$ cat src/hdl/lphm_pkg.sv
`timescale 1ns / 1ps
// ----------------------------------------------------------------------------
// lphm_pkg
// shared types and constants of the linear probing hash map unit
// ----------------------------------------------------------------------------
package lphm_pkg;

	localparam int KEY_W   = 32;
	localparam int VAL_W   = 32;
	localparam int CNT_W   = 5;
	localparam int TS_W    = 5;
	localparam int OP_W    = 2;
	localparam int ST_W    = 3;
	// magnitude bits consumed per divider cycle
	localparam int DIV_STEP = 8;
	localparam int DIV_CYC  = KEY_W / DIV_STEP;

	localparam logic [TS_W-1:0] TS_RESET = 5'd16;

	localparam logic [OP_W-1:0] OP_INSERT = 2'd0;
	localparam logic [OP_W-1:0] OP_SEARCH = 2'd1;
	localparam logic [OP_W-1:0] OP_REMOVE = 2'd2;

	typedef enum logic [ST_W-1:0] {
		ST_INSERTED = 3'd0,
		ST_UPDATED  = 3'd1,
		ST_FULL     = 3'd2,
		ST_FOUND    = 3'd3,
		ST_MISSING  = 3'd4,
		ST_REMOVED  = 3'd5
	} status_t;

	typedef enum logic [1:0] {
		S_IDLE,
		S_HASH,
		S_PROBE,
		S_FINISH
	} state_t;

	typedef struct packed {
		logic [KEY_W-1:0] key;
		logic [VAL_W-1:0] value;
	} slot_t;

endpackage

$ cat src/hdl/lphm_home_div.sv
`timescale 1ns / 1ps
// ----------------------------------------------------------------------------
// lphm_home_div
// iterative remainder unit: magnitude mod table size, eight bits per cycle
// ----------------------------------------------------------------------------
module lphm_home_div (
	input  logic                          clk,
	input  logic                          arst_n,
	input  logic                          start,
	input  logic [lphm_pkg::KEY_W-1:0]    mag,
	input  logic [lphm_pkg::TS_W-1:0]     divisor,
	output logic                          done,
	output logic [lphm_pkg::TS_W-1:0]     rem
);

	localparam int CW = $clog2(lphm_pkg::DIV_CYC);

	logic [lphm_pkg::KEY_W-1:0] mag_q;
	logic [lphm_pkg::TS_W-1:0]  rem_q;
	logic [CW-1:0]              cnt_q;
	logic                       busy_q;
	logic                       done_q;
	logic [lphm_pkg::TS_W-1:0]  rem_next;

	// restoring steps over the top byte of the remaining magnitude
	always_comb begin
		logic [lphm_pkg::TS_W:0] t;
		rem_next = rem_q;
		for (int i = 0; i < lphm_pkg::DIV_STEP; i++) begin
			t = {rem_next, mag_q[lphm_pkg::KEY_W-1-i]};
			if (t >= {1'b0, divisor}) begin
				t = t - {1'b0, divisor};
			end
			rem_next = t[lphm_pkg::TS_W-1:0];
		end
	end

	always_ff @(posedge clk or negedge arst_n) begin
		if (!arst_n) begin
			busy_q <= 1'b0;
			done_q <= 1'b0;
			cnt_q  <= '0;
		end else begin
			done_q <= !start && busy_q && (cnt_q == CW'(lphm_pkg::DIV_CYC - 1));
			if (start) begin
				busy_q <= 1'b1;
				cnt_q  <= '0;
			end else if (busy_q) begin
				cnt_q <= cnt_q + 1'b1;
				if (cnt_q == CW'(lphm_pkg::DIV_CYC - 1)) begin
					busy_q <= 1'b0;
				end
			end
		end
	end

	always_ff @(posedge clk) begin
		if (start) begin
			mag_q <= mag;
			rem_q <= '0;
		end else if (busy_q) begin
			mag_q <= mag_q << lphm_pkg::DIV_STEP;
			rem_q <= rem_next;
		end
	end

	assign done = done_q;
	assign rem  = rem_q;

endmodule

$ cat src/hdl/lphm_slot_ram.sv
`timescale 1ns / 1ps
// ----------------------------------------------------------------------------
// lphm_slot_ram
// key/value slot memory, one write port, one registered read port
// ----------------------------------------------------------------------------
module lphm_slot_ram #(
	parameter int DEPTH = 16,
	parameter int AW    = 4
) (
	input  logic                  clk,
	input  logic                  wr_en,
	input  logic [AW-1:0]         wr_addr,
	input  lphm_pkg::slot_t       wr_data,
	input  logic                  rd_en,
	input  logic [AW-1:0]         rd_addr,
	output lphm_pkg::slot_t       rd_data
);

	lphm_pkg::slot_t mem [DEPTH];
	lphm_pkg::slot_t rd_q;

	always_ff @(posedge clk) begin
		if (wr_en) begin
			mem[wr_addr] <= wr_data;
		end
	end

	always_ff @(posedge clk) begin
		if (rd_en) begin
			rd_q <= mem[rd_addr];
		end
	end

	assign rd_data = rd_q;

endmodule

$ cat src/hdl/linear_probe_hash_map_unit.sv
`timescale 1ns / 1ps
// ----------------------------------------------------------------------------
// linear_probe_hash_map_unit
// open addressing key/value table with linear probing and lazy deletion
// ----------------------------------------------------------------------------
// the home slot is the key magnitude mod the effective table size, taken by the divider
//   a byte at a time; the walk then reads one slot per cycle from the slot memory,
//   probing from one slot up to the table size
// refused inserts and unused opcodes skip the divider and the walk and go straight to finish
// one request in flight; the next is accepted once the result is registered
// reset: all slots never used, no tombstones, count zero, table size 16
module linear_probe_hash_map_unit #(
	parameter int SLOTS = 16
) (
	input  logic        clk,
	input  logic        arst_n,
	input  logic        cfg_we,
	input  logic [4:0]  cfg_wdata,     // table_size
	input  logic        s_tvalid,
	output logic        s_tready,
	input  logic [71:0] s_tdata,       // opcode[1:0], key[33:2], value_in[65:34], zero pad
	output logic        m_tvalid,
	input  logic        m_tready,
	output logic [39:0] m_tdata        // status[2:0], value_out[34:3], live_count[39:35]
);

	// slots beyond the largest table size a 5-bit register can select are never used
	localparam int DEPTH = (SLOTS < 31) ? SLOTS : 31;
	localparam int IW    = $clog2(DEPTH);
	localparam logic [lphm_pkg::TS_W-1:0] DEPTH_C = lphm_pkg::TS_W'(DEPTH);

	lphm_pkg::state_t state_q, state_next;

	logic [lphm_pkg::TS_W-1:0]  ts_q;
	logic [lphm_pkg::TS_W-1:0]  n;
	logic [lphm_pkg::OP_W-1:0]  op_q;
	logic [lphm_pkg::KEY_W-1:0] key_q;
	logic [lphm_pkg::VAL_W-1:0] val_q;
	logic                       skip_q;
	lphm_pkg::status_t          skip_st_q;
	logic [IW-1:0]              idx_q;
	logic [lphm_pkg::TS_W-1:0]  steps_q;
	logic                       have_match_q;
	logic                       have_free_q;
	logic [IW-1:0]              match_q;
	logic [IW-1:0]              free_q;
	logic [lphm_pkg::VAL_W-1:0] hit_val_q;
	logic [DEPTH-1:0]           never_used_q;
	logic [DEPTH-1:0]           tomb_q;
	logic [lphm_pkg::CNT_W-1:0] count_q;

	logic                       out_valid_q;
	lphm_pkg::status_t          out_status_q;
	logic [lphm_pkg::VAL_W-1:0] out_value_q;
	logic [lphm_pkg::CNT_W-1:0] out_count_q;

	logic [lphm_pkg::OP_W-1:0]  in_op;
	logic [lphm_pkg::KEY_W-1:0] in_key;
	logic [lphm_pkg::VAL_W-1:0] in_val;
	logic [lphm_pkg::KEY_W-1:0] in_mag;
	logic                       accept;
	logic                       in_full;
	logic                       in_skip;

	logic                       div_start;
	logic                       div_done;
	logic [lphm_pkg::TS_W-1:0]  div_rem;

	logic                       rd_en;
	logic [IW-1:0]              rd_addr;
	lphm_pkg::slot_t            rd_slot;
	logic                       wr_en;
	logic [IW-1:0]              wr_addr;
	lphm_pkg::slot_t            wr_slot;

	logic                       nu;
	logic                       tb;
	logic                       hit;
	logic                       probe_end;
	logic [IW-1:0]              idx_inc;

	logic                       can_out;
	logic                       fin;
	lphm_pkg::status_t          fin_status;
	logic [lphm_pkg::VAL_W-1:0] fin_value;
	logic [lphm_pkg::CNT_W-1:0] fin_count;
	logic                       ins_new;
	logic                       rem_hit;

	// effective table size
	always_comb begin
		if (ts_q == '0) begin
			n = lphm_pkg::TS_W'(1);
		end else if (ts_q > DEPTH_C) begin
			n = DEPTH_C;
		end else begin
			n = ts_q;
		end
	end

	assign in_op  = s_tdata[1:0];
	assign in_key = s_tdata[33:2];
	assign in_val = s_tdata[65:34];
	assign in_mag = in_key[lphm_pkg::KEY_W-1] ? (lphm_pkg::KEY_W'(0) - in_key) : in_key;

	assign s_tready = (state_q == lphm_pkg::S_IDLE);
	assign accept   = s_tvalid && s_tready;
	// refused once 10 * count >= 7 * size
	assign in_full  = (in_op == lphm_pkg::OP_INSERT) &&
		((9'(count_q) * 9'd10) >= (9'(n) * 9'd7));
	assign in_skip  = in_full || !((in_op == lphm_pkg::OP_INSERT) ||
		(in_op == lphm_pkg::OP_SEARCH) || (in_op == lphm_pkg::OP_REMOVE));
	assign div_start = accept && !in_skip;

	lphm_home_div u_div (
		.clk     (clk),
		.arst_n  (arst_n),
		.start   (div_start),
		.mag     (in_mag),
		.divisor (n),
		.done    (div_done),
		.rem     (div_rem)
	);

	// probe of the slot whose data arrives this cycle
	assign nu        = never_used_q[idx_q];
	assign tb        = tomb_q[idx_q];
	assign hit       = !nu && !tb && (rd_slot.key == key_q);
	assign probe_end = nu || hit || (steps_q == (n - lphm_pkg::TS_W'(1)));
	assign idx_inc   = ((lphm_pkg::TS_W'(idx_q) + lphm_pkg::TS_W'(1)) == n) ?
		'0 : (idx_q + IW'(1));

	always_comb begin
		rd_en   = 1'b0;
		rd_addr = idx_inc;
		if (state_q == lphm_pkg::S_HASH && div_done) begin
			rd_en   = 1'b1;
			rd_addr = div_rem[IW-1:0];
		end else if (state_q == lphm_pkg::S_PROBE && !probe_end) begin
			rd_en   = 1'b1;
		end
	end

	lphm_slot_ram #(
		.DEPTH (DEPTH),
		.AW    (IW)
	) u_ram (
		.clk     (clk),
		.wr_en   (wr_en),
		.wr_addr (wr_addr),
		.wr_data (wr_slot),
		.rd_en   (rd_en),
		.rd_addr (rd_addr),
		.rd_data (rd_slot)
	);

	// result and table update for the finished request
	assign can_out = !out_valid_q || m_tready;
	assign fin     = (state_q == lphm_pkg::S_FINISH) && can_out;

	always_comb begin
		fin_status = lphm_pkg::ST_MISSING;
		fin_value  = '0;
		fin_count  = count_q;
		ins_new    = 1'b0;
		rem_hit    = 1'b0;
		wr_en      = 1'b0;
		wr_addr    = have_match_q ? match_q : free_q;
		wr_slot.key   = key_q;
		wr_slot.value = val_q;
		if (skip_q) begin
			fin_status = skip_st_q;
		end else begin
			case (op_q)
				lphm_pkg::OP_INSERT: begin
					if (have_match_q) begin
						fin_status = lphm_pkg::ST_UPDATED;
						wr_en      = fin;
					end else if (have_free_q) begin
						fin_status = lphm_pkg::ST_INSERTED;
						ins_new    = 1'b1;
						wr_en      = fin;
						fin_count  = count_q + 1'b1;
					end else begin
						fin_status = lphm_pkg::ST_FULL;
					end
				end
				lphm_pkg::OP_SEARCH: begin
					if (have_match_q) begin
						fin_status = lphm_pkg::ST_FOUND;
						fin_value  = hit_val_q;
					end
				end
				lphm_pkg::OP_REMOVE: begin
					if (have_match_q) begin
						fin_status = lphm_pkg::ST_REMOVED;
						rem_hit    = 1'b1;
						if (count_q != '0) begin
							fin_count = count_q - 1'b1;
						end
					end
				end
				default: begin
					fin_status = lphm_pkg::ST_MISSING;
				end
			endcase
		end
	end

	always_comb begin
		state_next = state_q;
		unique case (state_q)
			lphm_pkg::S_IDLE: begin
				if (accept) begin
					state_next = in_skip ? lphm_pkg::S_FINISH : lphm_pkg::S_HASH;
				end
			end
			lphm_pkg::S_HASH: begin
				if (div_done) begin
					state_next = lphm_pkg::S_PROBE;
				end
			end
			lphm_pkg::S_PROBE: begin
				if (probe_end) begin
					state_next = lphm_pkg::S_FINISH;
				end
			end
			lphm_pkg::S_FINISH: begin
				if (can_out) begin
					state_next = lphm_pkg::S_IDLE;
				end
			end
			default: begin
				state_next = lphm_pkg::S_IDLE;
			end
		endcase
	end

	always_ff @(posedge clk or negedge arst_n) begin
		if (!arst_n) begin
			state_q <= lphm_pkg::S_IDLE;
		end else begin
			state_q <= state_next;
		end
	end

	always_ff @(posedge clk or negedge arst_n) begin
		if (!arst_n) begin
			ts_q         <= lphm_pkg::TS_RESET;
			never_used_q <= '1;
			tomb_q       <= '0;
			count_q      <= '0;
			out_valid_q  <= 1'b0;
			have_match_q <= 1'b0;
			have_free_q  <= 1'b0;
			skip_q       <= 1'b0;
		end else begin
			if (cfg_we) begin
				ts_q <= cfg_wdata;
			end
			if (accept) begin
				skip_q       <= in_skip;
				have_match_q <= 1'b0;
				have_free_q  <= 1'b0;
			end
			if (state_q == lphm_pkg::S_PROBE) begin
				if ((nu || tb) && !have_free_q) begin
					have_free_q <= 1'b1;
				end
				if (hit) begin
					have_match_q <= 1'b1;
				end
			end
			if (m_tready && !fin) begin
				out_valid_q <= 1'b0;
			end
			if (fin) begin
				out_valid_q <= 1'b1;
				count_q     <= fin_count;
				if (ins_new) begin
					never_used_q[free_q] <= 1'b0;
					tomb_q[free_q]       <= 1'b0;
				end
				if (rem_hit) begin
					tomb_q[match_q] <= 1'b1;
				end
			end
		end
	end

	always_ff @(posedge clk) begin
		if (accept) begin
			op_q      <= in_op;
			key_q     <= in_key;
			val_q     <= in_val;
			skip_st_q <= in_full ? lphm_pkg::ST_FULL : lphm_pkg::ST_MISSING;
		end
		if (state_q == lphm_pkg::S_HASH && div_done) begin
			idx_q   <= div_rem[IW-1:0];
			steps_q <= '0;
		end
		if (state_q == lphm_pkg::S_PROBE) begin
			if ((nu || tb) && !have_free_q) begin
				free_q <= idx_q;
			end
			if (hit) begin
				match_q   <= idx_q;
				hit_val_q <= rd_slot.value;
			end else if (!probe_end) begin
				idx_q   <= idx_inc;
				steps_q <= steps_q + 1'b1;
			end
		end
		if (fin) begin
			out_status_q <= fin_status;
			out_value_q  <= fin_value;
			out_count_q  <= fin_count;
		end
	end

	assign m_tvalid = out_valid_q;
	assign m_tdata  = {out_count_q, out_value_q, out_status_q};

endmodule
$ cat config.mk
export PLATFORM = sky130hd
export DESIGN_NAME = linear_probe_hash_map_unit
export DESIGN_NICKNAME = d
export VERILOG_FILES = /design/src/hdl/lphm_pkg.sv /design/src/hdl/lphm_home_div.sv /design/src/hdl/lphm_slot_ram.sv /design/src/hdl/linear_probe_hash_map_unit.sv
export SDC_FILE = /design/constraint.sdc
export NUM_CORES = 2
export LEC_CHECK = 0
export ABC_CLOCK_PERIOD_IN_PS = 17950
export BUFFER_PORTS_ARGS = -buffer_cell sky130_fd_sc_hd__buf_4
export CAP_MARGIN = 20
export CORE_MARGIN = 2
export CORE_UTILIZATION = 50
export CTS_CLUSTER_DIAMETER = 120
export DETAILED_ROUTE_END_ITERATION = 10
export PLACE_DENSITY = 0.66
export SYNTH_ARGS = -nofsm -noshare
export SYNTH_HDL_FRONTEND = slang
export SYNTH_SLANG_ARGS = --single-unit
export TNS_END_PERCENT = 5
$ cat constraint.sdc
create_clock -name clk -period 17.95 [get_ports clk]
set_input_delay 3.59 -clock clk [delete_from_list [all_inputs] [get_ports clk]]
set_output_delay 3.59 -clock clk [all_outputs]
set_load 0.01 [all_outputs]
==> results.cfg <==
[worst_hold_path]
hold_path.class = reg2reg
holdCritStartpoint = u_ram.rd_data[12]$_DFFE_PP_
min_path_cells = 0
worstHoldEndpoint = hit_val_q[12]$_DFFE_PP_

[clock_tree]
cts.clk_slew.worst_paths_ns = 0.06
cts_buffers = 139
cts_tree = built
clock_sinks = 1334
clk_latency_ns = 0.75
root_buffer = clkbuf_16
ctsLongestPathBuffers = 3
ctsHtreeMaxLevel = 4
cts_setup_buffers = 0
hold_buffers = 0
cts_resized = 0

[logic_synthesis]
ys_seq_elements = 1334
synth_edf_count = 1268
synth_fp_nets = 4124
yosysUniqueCellTypes = 76
synthArstFlopShare = 0.0390
syn-cell-area_sq_um = 55400
yosysWarnings = 0
avgSynthCellArea_sq_um = 14.0
synth_area_leader_cell = edfxtp_1
ys_top_cells_by_area = edfxtp_1 (69%), a211oi_1 (4.4%), nand2_1 (4.3%)
netlist_top_cells_count = edfxtp_1 (1268), nand2_1 (638), a211oi_1 (323)
synth_flop_cell = edfxtp_1
yosysTopAreaCellShare = 0.688
synth_most_common_cell = edfxtp_1
synth_cells = 3957
synth-seq-area-share = 0.717

[timing]
hold_viol_final = 0
max_freq_mhz = 66.1
min_period_ns = 15.13
fin_skew_ns = 0.0255
setup_violations = 0
tns_ns = 0
rsz0062_at_grt = no
worst_slew_pin_slew_ns = 1.25
report.final.slew_viol_count = 0
post-route-period-util = 0.843
maxSlewHeadroom = 0.165

[floorplan]
rows = 122
start_util = 0.502
ioPinCount = 124
die_h_um = 337
die-area_sq_um = 113000
die_w_um = 337
core-area_sq_um = 110000

[global_routing]
overflow = 0
grt_start_max_net_pins = 248
grt_pass1_vias = 31700
grt_pass1_wl_um = 194000
grtUsageTotal = 0.226
antenna_found_initial = 1

[placement]
place_inst = 5379
port_buffers = 117
gp_congestion = 0.835
dp_hpwl_um = 65800

[routing]
drt_iter0_markers = 3355
drt-total-wl_um = 129000
wl_per_cell_um = 22.9
drc = 0
dr.pass1.iters = 6
vias_per_cell = 5.85
detail-route-antenna-nets = 0
vias = 33000

[finish]
fin_cells = 5630
antenna_cells = 0
drive_gt1_frac = 0.106
postLayoutCoreUtil = 0.564
nets = 4199
syn_to_final_growth_pct = 12.3
num-fill-cells = 8684

[worst_setup_path]
worst-r2r-setup-slack_ns = 2.82
cp_slowest_stage_delay_ns = 0.61
worstPathArrival_ns = 15.79
start_kind = flip-flop
critPathMaxFanout = 11
critPathKind = reg2reg
crit_required_ns = 18.61
reg2regPathDepth = 65
worstReg2RegStart = ts_q[4]$_DFFE_PN1P_
critPathCaptureType = flip-flop
r2r-end = u_div.rem[2]$_SDFFE_PP0P_
crit_slowest_cell = dfstp_2

[status]
status = completed

[flow_run]
maxCapViolCount = 0
-- flip-flops by register name (all words and copies together) (netlist names), 3 cells and up --
register / cells
u_div.mag_q: 32
idx_q: 4
count_q: 5
key_q: 32
u_ram.rd_data: 64
ts_q: 5
out_count_q: 5
out_status_q: 3
never_used_q: 16
val_q: 32
tomb_q: 16
u_ram.mem: 1024
out_value_q: 32
steps_q: 5
match_q: 4
u_div.rem: 5
hit_val_q: 32
free_q: 4
-- logic make-up (layout without fill, tap and decap cells) --
group           count (synthesis)  count (layout)  synth area share
simple gates                 1151            1151            0.0983
xor+xnor                      104             104            0.0165
mux                            42              42            0.0102
compound gates                933             933             0.116
buf+inv                       308             493            0.0209
fa+ha+maj                      85              85            0.0210
flops                        1334            1334             0.717
-- critical path, delay by kind of cell (launching register included) --
family | cells | cell delay [ns]
AOI/OAI and AO/OA | 29 | 6.28
adders and majority gates | 8 | 2.76
muxes | 4 | 1.39
buffers and inverters | 7 | 1.01
DFF | 1 | 0.61
and+or+nand+nor | 17 | 2.98
-- per-layer routing --
metal,track usage,wire (um),share of wire,vias up
met1,0.319,56000,0.43,16600
li1,-,-,-,15200
met5,0,0,0,-
met3,0.0351,8030,0.062,195
met4,0.0618,2550,0.020,0
met2,0.368,62200,0.48,1019
-- per-stage QoR --
step	area, sq um	hold WS, ns	setup WS (ns)
final	62200	0.414	2.82
after floorplan	55400	0.400	4.37
after detailed placement	57900	0.405	2.85
after global placement	57900	0.401	2.96
after global routing	62200	0.425	1.39
after CTS	62200	0.417	2.77
-- worst max path at each step --
stage	startpoint	cells after the start	end
6_report	ts_q[4]$_DFFE_PN1P_	65	u_div.rem[2]$_SDFFE_PP0P_
3_5_place_dp	ts_q[4]$_DFFE_PN1P_	65	u_div.rem[2]$_SDFFE_PP0P_
5_1_grt	ts_q[4]$_DFFE_PN1P_	65	u_div.rem[2]$_SDFFE_PP0P_
4_1_cts	ts_q[4]$_DFFE_PN1P_	65	u_div.rem[2]$_SDFFE_PP0P_
2_1_floorplan	ts_q[1]$_DFFE_PN0P_	69	u_div.rem[2]$_SDFFE_PP0P_
3_3_place_gp	ts_q[4]$_DFFE_PN1P_	65	u_div.rem[2]$_SDFFE_PP0P_
-- final cells by class --
| class | instances | area, sq um | share of cell area |
|---|---|---|---|
| sequential | 1334 | 39700 | 0.638 |
| multi-input combinational | 2315 | 14700 | 0.236 |
| clock buffer | 187 | 3750 | 0.0604 |
| tap | 1488 | 1860 | 0.0299 |
| timing repair buffer | 174 | 1410 | 0.0226 |
| clock inverter | 64 | 526 | 0.00845 |
| inverter | 68 | 260 | 0.00418 |
-- layout by cell type, fill, tap and decap left out, types with 12 or more instances in the layout --
master and instances:
clkinv_1 25, clkinv_2 20, a211oi_1 323, a31oi_1 135, edfxtp_1 1268, and2_1 305, a21o_1 21, nand4_1 12
nor2_4 16, xor2_1 45, clkbuf_1 43, nand2_1 638, dfxtp_1 14, buf_4 166, nor2b_1 17, nor2_1 50
clkbuf_16 143, fa_1 13, nand2b_1 21, ha_1 72, a21oi_1 167, dfrtp_1 35, xnor2_1 59, nand3_1 25
a311oi_1 129, inv_1 64, mux2i_1 18, o21ai_0 85, dfstp_2 17
Power is not shown: default switching activity piles up to over one toggle a cycle in this logic, so the estimate is an artifact.
